[config.mk]
export PLATFORM = sky130hd
export DESIGN_NAME = bmh_ctrl
export DESIGN_NICKNAME = d
export VERILOG_FILES = /design/src/sv/bmh_pkg.sv /design/src/sv/bmh_ctrl.sv
export SDC_FILE = /design/constraint.sdc
export NUM_CORES = 1
export LEC_CHECK = 0
export BUFFER_PORTS_ARGS = -buffer_cell sky130_fd_sc_hd__clkbuf_2
export CORE_AREA = 2 2 39 41
export DETAILED_ROUTE_END_ITERATION = 8
export DIE_AREA = 0 0 41 43
export GPL_TIMING_DRIVEN = 0
export HOLD_SLACK_MARGIN = 0.06
export PLACE_DENSITY = 0.54
export SLEW_MARGIN = 15
export SYNTH_ARGS = -nofsm -noshare
export SYNTH_HDL_FRONTEND = slang
export SYNTH_SLANG_ARGS = --single-unit
[constraint.sdc]
create_clock -name clock -period 1.75 [get_ports clock]
set_clock_uncertainty 0.1 [all_clocks]
set_input_delay 0.175 -clock clock [delete_from_list [all_inputs] [get_ports clock]]
set_output_delay 0.175 -clock clock [all_outputs]
set_load 0.02 [all_outputs]
[src/sv/bmh_pkg.sv]
// bmh_pkg: shared types, sizes and binning constants for the binned mass histogram.
// Used by every module of the block except bmh_ram; depends on nothing.

package bmh_pkg;

   localparam int PT_BIN_COUNT   = 11;
   localparam int MASS_BIN_COUNT = 50;
   localparam int COUNTER_WIDTH  = 32;

   localparam int PT_LOW_MEV     = 2500;
   localparam int PT_STEP_MEV    = 500;
   localparam int MASS_STEP_MEV  = 30;
   localparam int PT_HIGH_MEV    = PT_LOW_MEV + PT_STEP_MEV * PT_BIN_COUNT;
   localparam int MASS_LIMIT_MEV = MASS_STEP_MEV * MASS_BIN_COUNT;

   localparam int MASS_SLOTS     = MASS_BIN_COUNT + 1;
   localparam int ROW_COUNT      = 2 * PT_BIN_COUNT;
   localparam int STORE_DEPTH    = ROW_COUNT * MASS_SLOTS;
   localparam int ADDR_WIDTH     = $clog2(STORE_DEPTH);
   localparam int ROW_WIDTH      = $clog2(ROW_COUNT + 1);

   localparam int PT_WIDTH       = 16;
   localparam int MASS_WIDTH     = 16;
   localparam int SECTOR_WIDTH   = 3;
   localparam int PT_BIN_WIDTH   = 4;
   localparam int MASS_BIN_WIDTH = 6;
   localparam int COUNT_WIDTH    = 32;

   // Constant division by reciprocal multiply: q = (x * RECIP) >> SHIFT
   localparam int PT_OFF_WIDTH    = $clog2(PT_HIGH_MEV - PT_LOW_MEV);
   localparam int PT_RECIP_SHIFT  = 24;
   localparam int PT_RECIP        = ((1 << PT_RECIP_SHIFT) + PT_STEP_MEV - 1) / PT_STEP_MEV;
   localparam int PT_RECIP_WIDTH  = $clog2(PT_RECIP + 1);
   localparam int PT_PROD_WIDTH   = PT_OFF_WIDTH + PT_RECIP_WIDTH;

   localparam int MASS_IN_WIDTH    = $clog2(MASS_LIMIT_MEV + 1);
   localparam int MASS_RECIP_SHIFT = 20;
   localparam int MASS_RECIP       = ((1 << MASS_RECIP_SHIFT) + MASS_STEP_MEV - 1)
                                     / MASS_STEP_MEV;
   localparam int MASS_RECIP_WIDTH = $clog2(MASS_RECIP + 1);
   localparam int MASS_PROD_WIDTH  = MASS_IN_WIDTH + MASS_RECIP_WIDTH;

   localparam int CSR_ADDR_WIDTH      = 3;
   localparam int CSR_DATA_WIDTH      = 32;
   localparam int CFG_REG_LAST_SECTOR = 0;
   localparam int LAST_SECTOR_RESET   = 5;

   localparam logic CMD_FILL = 1'b0;
   localparam logic CMD_READ = 1'b1;

   typedef struct packed {
      logic                      command;
      logic [PT_WIDTH-1:0]       pt_mev;
      logic [MASS_WIDTH-1:0]     mass_mev;
      logic [SECTOR_WIDTH-1:0]   sector;
      logic                      min_bias_fired;
      logic                      read_class;
      logic [PT_BIN_WIDTH-1:0]   read_pt_bin;
      logic [MASS_BIN_WIDTH-1:0] read_mass_bin;
   } req_type;

   typedef struct packed {
      logic                      counted;
      logic [COUNT_WIDTH-1:0]    bin_count;
      logic                      class_out;
      logic [PT_BIN_WIDTH-1:0]   pt_bin_out;
      logic [MASS_BIN_WIDTH-1:0] mass_bin_out;
   } rsp_type;

   typedef struct packed {
      logic clear_en;
      logic capture;
      logic bin_en;
      logic addr_en;
      logic ram_read;
      logic finish;
   } cmd_type;

   typedef struct packed {
      logic clear_done;
      logic out_free;
   } status_type;

endpackage

[src/sv/bmh_ctrl.sv]
// bmh_ctrl: sequencer for the histogram block (clear pass, then one item at a time).
// Depends on bmh_pkg for the command and status structs.

module bmh_ctrl (
   input  logic                   clock,
   input  logic                   reset,
   input  logic                   req_valid,
   output logic                   req_ready,
   input  bmh_pkg::status_type    status,
   output bmh_pkg::cmd_type       cmd
);

   typedef enum logic [5:0] {
      S_CLEAR  = 6'b000001,
      S_IDLE   = 6'b000010,
      S_BIN    = 6'b000100,
      S_ADDR   = 6'b001000,
      S_READ   = 6'b010000,
      S_UPDATE = 6'b100000
   } state_type;

   state_type state_ff, state_in;

   always_comb begin
      state_in  = state_ff;
      cmd       = '0;
      req_ready = 1'b0;
      case (state_ff)
         S_CLEAR: begin
            cmd.clear_en = 1'b1;
            if (status.clear_done) begin
               state_in = S_IDLE;
            end
         end
         S_IDLE: begin
            req_ready = 1'b1;
            if (req_valid) begin
               cmd.capture = 1'b1;
               state_in    = S_BIN;
            end
         end
         S_BIN: begin
            cmd.bin_en = 1'b1;
            state_in   = S_ADDR;
         end
         S_ADDR: begin
            cmd.addr_en = 1'b1;
            state_in    = S_READ;
         end
         S_READ: begin
            cmd.ram_read = 1'b1;
            state_in     = S_UPDATE;
         end
         S_UPDATE: begin
            if (status.out_free) begin
               cmd.finish = 1'b1;
               state_in   = S_IDLE;
            end
         end
         default: begin
            state_in = S_CLEAR;
         end
      endcase
   end

   always_ff @(posedge clock) begin
      if (reset) begin
         state_ff <= S_CLEAR;
      end else begin
         state_ff <= state_in;
      end
   end

endmodule

==> flow_summary.toml, run 1 <==
[floorplanning]
dieArea_sq_um = 1760
rows = 14
io_pins = 12
start_util = 0.274
die_w_microns = 41
fp.coreArea_sq_um = 1380
fp.dieH_microns = 43

[hold_path]
hp-class = "in -> reg"
hold_depth = 3
min_to = "state_ff[2]"
hold_start = "req_valid"

[timing]
period_needed_ns = 1.76
min_period_over_period = 1.00
final-hold-violation-count = 0
worst_slew_pin_slew_ns = 0.361
setup_ws_ns = -0.00689
finalSetupViolations = 1
max_freq_mhz = 569
rsz0062_at_grt = "yes"
maxSlewViolCount = 0
relSlewSlack = 0.756

[cts]
clk_latency_ns = 0.24
cts_made_buffers = 3
cts_tree = "yes"
cts_root_buf = "clkbuf_4"
clock-sinks = 6
cts_buffer_depth = 2
clkTransAtPathRegs_ns = 0.04
htreeDepth = 1

[synthesis]
syn_area_sq_um = 379
yosys.area_share.simple = 0.386
synth_compound_area_frac = 0.182
ys_ff_latch = 6
syn-num-nets = 50
synth_top_family_by_area = "simple AND/OR/NAND/NOR gates"
synth_xor_area_frac = 0.0231
syn_area_per_cell_sq_um = 8.42
syn_inst = 45
synthMuxAreaShare = 0
ys_warn_count = 0
ys_types = 26
synthAdderAreaFrac = 0
ys_seq_area_frac = 0.317

[worst_setup_path]
rr_worst_depth = 3
path_class = "reg -> out"
r2r_slack_ns = 0.16
crit_path_max_fanout = 5
critPathMaxStageDelay_ns = 0.58
critPathSlowestCell = "or4_4"
worstSetupEndpointType = "output port"
worstReg2RegStart = "state_ff[2]"
start_kind = "flop"
cp_data_required_time_ns = 1.47
cp_cell_sequence = "or4_4, nor3_2, buf_4"
arrival_ns = 1.48
r2r-end = "state_ff[1]"

[placed_design]
placed_area_sq_um = 464
dp_hpwl_microns = 572
globalplace.congestion = 0.728
post-place-ws_ns = 0.0907
io_buffer_count = 11

[pwr]
powerDensity_nw_per_um2 = 596
p_total_uw = 319
power.leakage_nw = 0.241
ir_worst_vdd_mv = 0.329

[routing]
dr.pass1.iters = 4
vias = 369
antenna_left = 0
totalWireLength_microns = 788
vias_per_cell = 4.86
drc = 0
drtIter0Drc = 13
wl_per_cell_microns = 10.4

[final_layout]
nets = 67
layout-drive-gt1-share = 0.483
n_antenna_cell = 0
largest_reg_flops = 6
top_regs = "state_ff: 6 flops"
final_util = 0.387
top_register = "state_ff"
syn2layout_area_growth_pct = 41.3
design_area_sq_um = 536

[outcome]
status = "complete, but fails checks"
violations = "negative setup slack"

[global_route]
grt.total_usage = 0.116
overflow = 0
grt_antenna_before_repair = 0
grt_max_degree = 9
grt_pass1_wl_mm = 1.35
grt_pass1_vias = 311

[flow_run]
maxCapViolations = 0
-- critical path: cells and delay by family (launching register included) --
family | cells | cell delay (ns)
flops | 1 | 0.32
buf+inv | 1 | 0.16
simple gates | 2 | 0.75
-- final cells by class --
cell class              count  area [sq um]
multi-input cells          32           249
inverters                   4          15.0
well taps                  16          20.0
clock buffers               3          22.5
repair buffers             15           101
flip-flops and latches      6           128
fillers                   143           848
-- how the worst max path moves through the flow --
stage / from / endpoint / depth (start not counted) / slack, ns
6_report: state_ff[2] / cmd[0] / 3 / -0.007
5_1_grt: state_ff[2] / cmd[5] / 3 / -0.05
4_1_cts: state_ff[2] / cmd[5] / 4 / -0.08
3_5_place_dp: state_ff[4] / cmd[5] / 5 / 0.09
3_3_place_gp: state_ff[4] / cmd[5] / 5 / 0.08
2_1_floorplan: state_ff[0] / cmd[0] / 2 / 0.07
-- metal layers --
layer	track usage	vias up	wire, microns
met2	0.153	16	359
met5	0	-	0
met1	0.157	153	347
li1	-	195	-
met4	0.100	0	35
met3	0.0157	5	46
-- logic make-up after synthesis --
| group | after synthesis |
|---|---|
| compound gates | 7 |
| xor+xnor | 1 |
| buf+inv | 7 |
| flops | 6 |
| simple gates | 24 |
-- what timing repair did --
item / CTS / global route
hold endpoints to repair: 1 / 0
gates cloned: 0 / 0
hold buffers: 1 / 0
resized for setup: 9 / 9
endpoints found under the setup margin: 4 / 5
pin swaps: 1 / 2
setup buffers: 3 / 0
-- cells in the mapped netlist --
cell | n | area (sq um)
dfxtp_1 | 6 | 120
nor2_1 | 6 | 22.5
inv_1 | 4 | 15.0
nor3_1 | 4 | 20.0
nand2b_1 | 3 | 18.8
nand2_1 | 2 | 7.51
a211oi_1 | 1 | 7.51
a221o_1 | 1 | 10.0
a31oi_1 | 1 | 6.26
buf_2 | 1 | 5.00
buf_6 | 1 | 11.3
clkbuf_1 | 1 | 3.75
nand3b_1 | 1 | 7.51
nor2b_1 | 1 | 6.26
nor3_2 | 1 | 10.0
nor3b_1 | 1 | 7.51
nor4_1 | 1 | 6.26
nor4_2 | 1 | 12.5
nor4b_1 | 1 | 8.76
o21a_1 | 1 | 7.51
o21ba_1 | 1 | 10.0
o22ai_1 | 1 | 6.26
o31ai_4 | 1 | 21.3
or4_1 | 1 | 7.51
or4_4 | 1 | 11.3
xor2_1 | 1 | 8.76
-- report_power, final --
| group | total, mW | internal, mW | switching [mW] |
|---|---|---|---|
| sequential | 0.144 | 0.140 | 0.00433 |
| combinational | 0.0498 | 0.0238 | 0.0260 |
| clock | 0.125 | 0.0774 | 0.0480 |
| total | 0.319 | 0.241 | 0.0784 |
-- stage by stage --
| stage | std cells | TNS, ns | hold WS [ns] |
|---|---|---|---|
| global route | 76 | -0.112 | 0.169 |
| CTS | 77 | -0.226 | 0.107 |
| global placement | 72 | 0 | 0.309 |
| floorplan | 45 | 0 | 0.152 |
| detailed placement | 72 | 0 | 0.312 |
| finish | 76 | -0.00689 | 0.152 |
-- layout by cell type (no fill, tap or decap), types with 2 or more instances in the layout --
master    count
nor3_2        2
dfxtp_2       3
buf_4         5
nor2_1        6
inv_1         4
clkbuf_2      7
nand2b_1      3
dfxtp_1       2
clkbuf_4      4
nand2_1       2
or4_4         2
nor3_1        2
Note: power is estimated with default switching activity, not from simulation.
==> run 2, diff against run 1 <==
--- a/config.mk
+++ b/config.mk
@@ -9,8 +9,9 @@
 export CORE_AREA = 2 2 39 41
 export DETAILED_ROUTE_END_ITERATION = 8
 export DIE_AREA = 0 0 41 43
-export GPL_TIMING_DRIVEN = 0
+export GPL_TIMING_DRIVEN = 1
 export HOLD_SLACK_MARGIN = 0.06
+export MAX_ROUTING_LAYER = met4
 export PLACE_DENSITY = 0.54
 export SLEW_MARGIN = 15
 export SYNTH_ARGS = -nofsm -noshare
==> run 2 against run 1 <==
The flow now finishes without violations. Routed wire length up 13%. Cell area increased by 2.3%. Global-route usage up 1.1 points. Sequential power about the same. Highest routed layer unchanged. Cell count rose by 3.9%. Via count up 5.7%. Largest power group unchanged.
==> flow_summary.toml, run 2 (synthesized netlist as in run 1, its figures left out) <==
[timing]
relSlewSlack = 0.831
rsz0062_at_grt = "yes"
worst_slew_pin_slew_ns = 0.253
max_freq_mhz = 581
hold_ws_ns = 0.0671
min_period_over_period = 0.983
setup_ws_ns = 0.0294
period_needed_ns = 1.72
final-hold-violation-count = 0
finalSetupViolations = 0
maxSlewViolCount = 0

[routing]
vias = 390
totalWireLength_microns = 888
vias_per_cell = 4.94
drc = 0
drtIter0Drc = 2
dr.pass1.iters = 4
antenna_left = 0
wl_per_cell_microns = 11.2

[cts]
cts_made_buffers = 3
clock-sinks = 6
clk_latency_ns = 0.24
cts_buffer_depth = 2
cts_tree = "yes"
cts_root_buf = "clkbuf_4"
clkTransAtPathRegs_ns = 0.04
holdBufCountCts = 0
htreeDepth = 1

[final_layout]
final_common_cell = "buf_4"
seq_area_sq_um = 123
final_util = 0.396
top_register = "state_ff"
n_antenna_cell = 0
top_regs = "state_ff: 6 flops"
multiInputGateArea_sq_um = 249
largest_reg_flops = 6
nets = 70
layout_common_cells = "buf_4, clkbuf_2, nor2_1"
num-fill-cells = 145
layout-drive-gt1-share = 0.508
design_area_sq_um = 548
syn2layout_area_growth_pct = 44.6

[placed_design]
globalplace.congestion = 0.733
io_buffer_count = 11
placed_area_sq_um = 474
post-place-ws_ns = 0.120
dp_hpwl_microns = 671

[worst_setup_path]
cp_cell_sequence = "or4_4, nor3_2, buf_4"
path_class = "reg -> out"
crit_start = "state_ff[3]"
worstReg2RegStart = "state_ff[3]"
path_buf_inv = 1
critPathSlowestCell = "or4_4"
arrival_ns = 1.45
cp_data_required_time_ns = 1.47
worstSetupEndpointType = "output port"
path_delay_family = "simple AND/OR/NAND/NOR gates"
r2r_slack_ns = 0.05
crit_path_max_fanout = 3
r2r-end = "state_ff[2]"
rr_worst_depth = 5
critPathMaxStageDelay_ns = 0.56
start_kind = "flop"

[pwr]
powerDensity_nw_per_um2 = 586
ir_worst_vdd_mv = 0.336
p_total_uw = 321
power.leakage_nw = 0.261

[global_route]
grt_antenna_before_repair = 0
gr-usage-met3 = 0.0157
grt_use_met1 = 0.153
grt_max_degree = 8
grt.total_usage = 0.127
grt_pass1_vias = 345
use_met2 = 0.172
grt-busiest-layer = "met2"
overflow = 0
grt_pass1_wl_mm = 1.40

[flow_run]
maxCapViolations = 0

[hold_path]
min_to = "state_ff[5]"
hold_start = "reset"
hold_depth = 2
hp-class = "in -> reg"

[floorplanning]
rows = 14
fp.coreArea_sq_um = 1380
fp.dieH_microns = 43
start_util = 0.274
die_w_microns = 41
dieArea_sq_um = 1760
io_pins = 12

[outcome]
status = "finished clean"
-- run 2: cell type report --
class / count / area share
clock buffer: 3 / 0.0411
inverter: 4 / 0.0274
multi-input combinational: 32 / 0.454
sequential: 6 / 0.224
tap: 16 / 0.0365
timing repair buffer: 18 / 0.217
-- run 2: metal layers --
| metal | routed length, microns | share of wire | up-vias |
|---|---|---|---|
| li1 | - | - | 198 |
| met1 | 378 | 0.43 | 181 |
| met2 | 457 | 0.51 | 9 |
| met3 | 28 | 0.032 | 2 |
| met4 | 24 | 0.027 | 0 |
| met5 | 0 | 0 | - |
-- run 2: worst max-delay path by stage --
| stage | to | cells after the start |
|---|---|---|
| 3_5_place_dp | state_ff[1] | 4 |
| 5_1_grt | cmd[4] | 3 |
| 6_report | cmd[0] | 3 |
| 2_1_floorplan | cmd[0] | 2 |
| 3_3_place_gp | state_ff[0] | 4 |
| 4_1_cts | cmd[5] | 3 |
-- run 2: power by group --
| part | switching [mW] | leakage (nW) | total, mW | internal, mW |
|---|---|---|---|---|
| sequential | 0.00303 | 0.0498 | 0.144 | 0.141 |
| clock | 0.0443 | 0.0138 | 0.122 | 0.0772 |
| combinational | 0.0281 | 0.198 | 0.0558 | 0.0277 |
| total | 0.0755 | 0.261 | 0.321 | 0.246 |
-- run 2: per-stage QoR --
step | setup TNS (ns) | instances
finish | 0 | 79
global route | -0.0789 | 79
CTS | -0.0283 | 78
detailed placement | 0 | 73
global placement | 0 | 73
floorplan | 0 | 45
-- run 2: timing repair --
action / in CTS / in global routing
resized for setup: 5 / 8
pin swaps: 3 / 3
setup buffers: 2 / 1
setup endpoints to repair: 4 / 6
==> run 3, diff against run 2 <==
--- a/config.mk
+++ b/config.mk
@@ -12,7 +12,7 @@
 export GPL_TIMING_DRIVEN = 1
 export HOLD_SLACK_MARGIN = 0.06
 export MAX_ROUTING_LAYER = met4
-export PLACE_DENSITY = 0.54
+export RECOVER_POWER = 50
 export SLEW_MARGIN = 15
 export SYNTH_ARGS = -nofsm -noshare
 export SYNTH_HDL_FRONTEND = slang
==> run 3 against run 2 <==
The run now ends with negative setup slack left. Clock-buffer cell count did not move. Clock power rose by 5%. Highest routed layer unchanged. Cell count did not move. Worst hold slack improved by 0.065 ns. Routed wire length rose by 14%. First-iteration DRC count rose to 3.0 times the previous value. Worst setup slack got worse by 0.066 ns. Combinational power fell by 7.7%.
==> flow_summary.toml, run 3 (synthesized netlist as in run 1, its figures left out) <==
[outcome]
status = "complete, but fails checks"
violations = "negative setup slack"

[cts]
cts_made_buffers = 3
clkTransAtPathRegs_ns = 0.04
clk_latency_ns = 0.24
htreeDepth = 1
clock-sinks = 6
cts_buffer_depth = 2
cts_root_buf = "clkbuf_4"
cts_tree = "yes"

[floorplanning]
io_pins = 12
die_w_microns = 41
fp.dieH_microns = 43
fp.coreArea_sq_um = 1380
dieArea_sq_um = 1760
rows = 14
start_util = 0.274

[timing]
relSlewSlack = 0.820
rsz0062_at_grt = "yes"
finalSetupViolations = 2
setup_ws_ns = -0.0371
period_needed_ns = 1.79
final-hold-violation-count = 0
max_freq_mhz = 560
min_period_over_period = 1.02
worst_slew_pin_slew_ns = 0.270
maxSlewViolCount = 0
finalSetupTns_ns = -0.0496

[pwr]
ir_worst_vdd_mv = 0.350
p_total_uw = 325
power.leakage_nw = 0.257
powerDensity_nw_per_um2 = 592

[final_layout]
n_antenna_cell = 0
nets = 70
layout_common_cells = "buf_4, nor2_1, clkbuf_2"
top_regs = "state_ff: 6 flops"
largest_reg_flops = 6
layout-drive-gt1-share = 0.476
final_common_cell = "buf_4"
final_util = 0.397
syn2layout_area_growth_pct = 44.9
design_area_sq_um = 549
top_register = "state_ff"

[placed_design]
io_buffer_count = 11
dp_hpwl_microns = 634
globalplace.congestion = 0.766
placed_area_sq_um = 474

[worst_setup_path]
crit_path_max_fanout = 4
cp_data_required_time_ns = 1.47
path_class = "reg -> out"
rr_worst_depth = 5
worstSetupEndpointType = "output port"
start_kind = "flop"
arrival_ns = 1.51

[routing]
vias = 397
drtIter0Drc = 6
totalWireLength_mm = 1.01
antenna_left = 0
wl_per_cell_microns = 12.8
dr.pass1.iters = 4
vias_per_cell = 5.03
drc = 0

[global_route]
grt_pass1_wl_mm = 1.45
grt_max_degree = 8
grt.total_usage = 0.133
grt_pass1_vias = 339
grt_antenna_before_repair = 0
overflow = 0

[hold_path]
hp-class = "in -> reg"
hold_depth = 3

[flow_run]
maxCapViolations = 0
==> run 3: cell types whose count changed in the layout (fill, tap and decap cells not counted) <==
cell	change
clkbuf_2	-1
clkbuf_1	+1
dlygate4sd3_1	+1
buf_4	-1
==> run 3: layout make-up <==
cell class	count	area, sq um
Clock buffer	3	22.5
Fill cell	151	835
Inverter	4	15.0
Multi-Input combinational cell	32	249
Sequential cell	6	123
Tap cell	16	20.0
Timing Repair Buffer	18	120
==> run 3: per-stage QoR <==
stage	cells	hold WS, ns	setup WS (ns)
2_1_floorplan	45	0.152	0.0724
3_3_place_gp	73	0.319	0.116
3_5_place_dp	73	0.310	0.120
4_1_cts	79	0.116	-0.0600
5_1_grt	79	0.142	-0.0745
6_report	79	0.132	-0.0371
==> run 3: path summary, 6_finish.rpt <==
path	start	end	slack, ns
worst min register to register	state_ff[5]	state_ff[4]	0.48
worst max register to register	state_ff[3]	state_ff[1]	-0.01
worst max-delay path	state_ff[3]	cmd[0]	-0.04
worst min-delay path	req_valid	state_ff[2]	0.13
==> run 3: timing repair <==
item	4_1_cts	5_1_grt
buffers inserted	2	0
pin swaps	2	0
endpoints found under the setup margin	6	7
hold buffers	1	0
endpoints found under the hold margin	2	0
gates resized for setup	8	7
==> run 3: metal layers <==
layer,share of wire,routed length [microns],track usage
met4,0.013,13,0.0400
met5,0,0,-
met2,0.50,503,0.188
met3,0.068,69,0.0785
met1,0.42,424,0.154
==> run 3: report_power, final <==
part / total (mW) / internal, mW / switching [mW] / leakage (nW)
Sequential: 0.146 / 0.141 / 0.00488 / 0.0498
Combinational: 0.0515 / 0.0249 / 0.0266 / 0.193
Clock: 0.128 / 0.0776 / 0.0505 / 0.0138
==> run 3: worst max-delay path, cell delays in order, from the launching register on <==
cell and delay [ns]:
dfxtp_2 0.32, buf_6 0.12, or4_4 0.50, nor3_2 0.17, buf_4 0.16
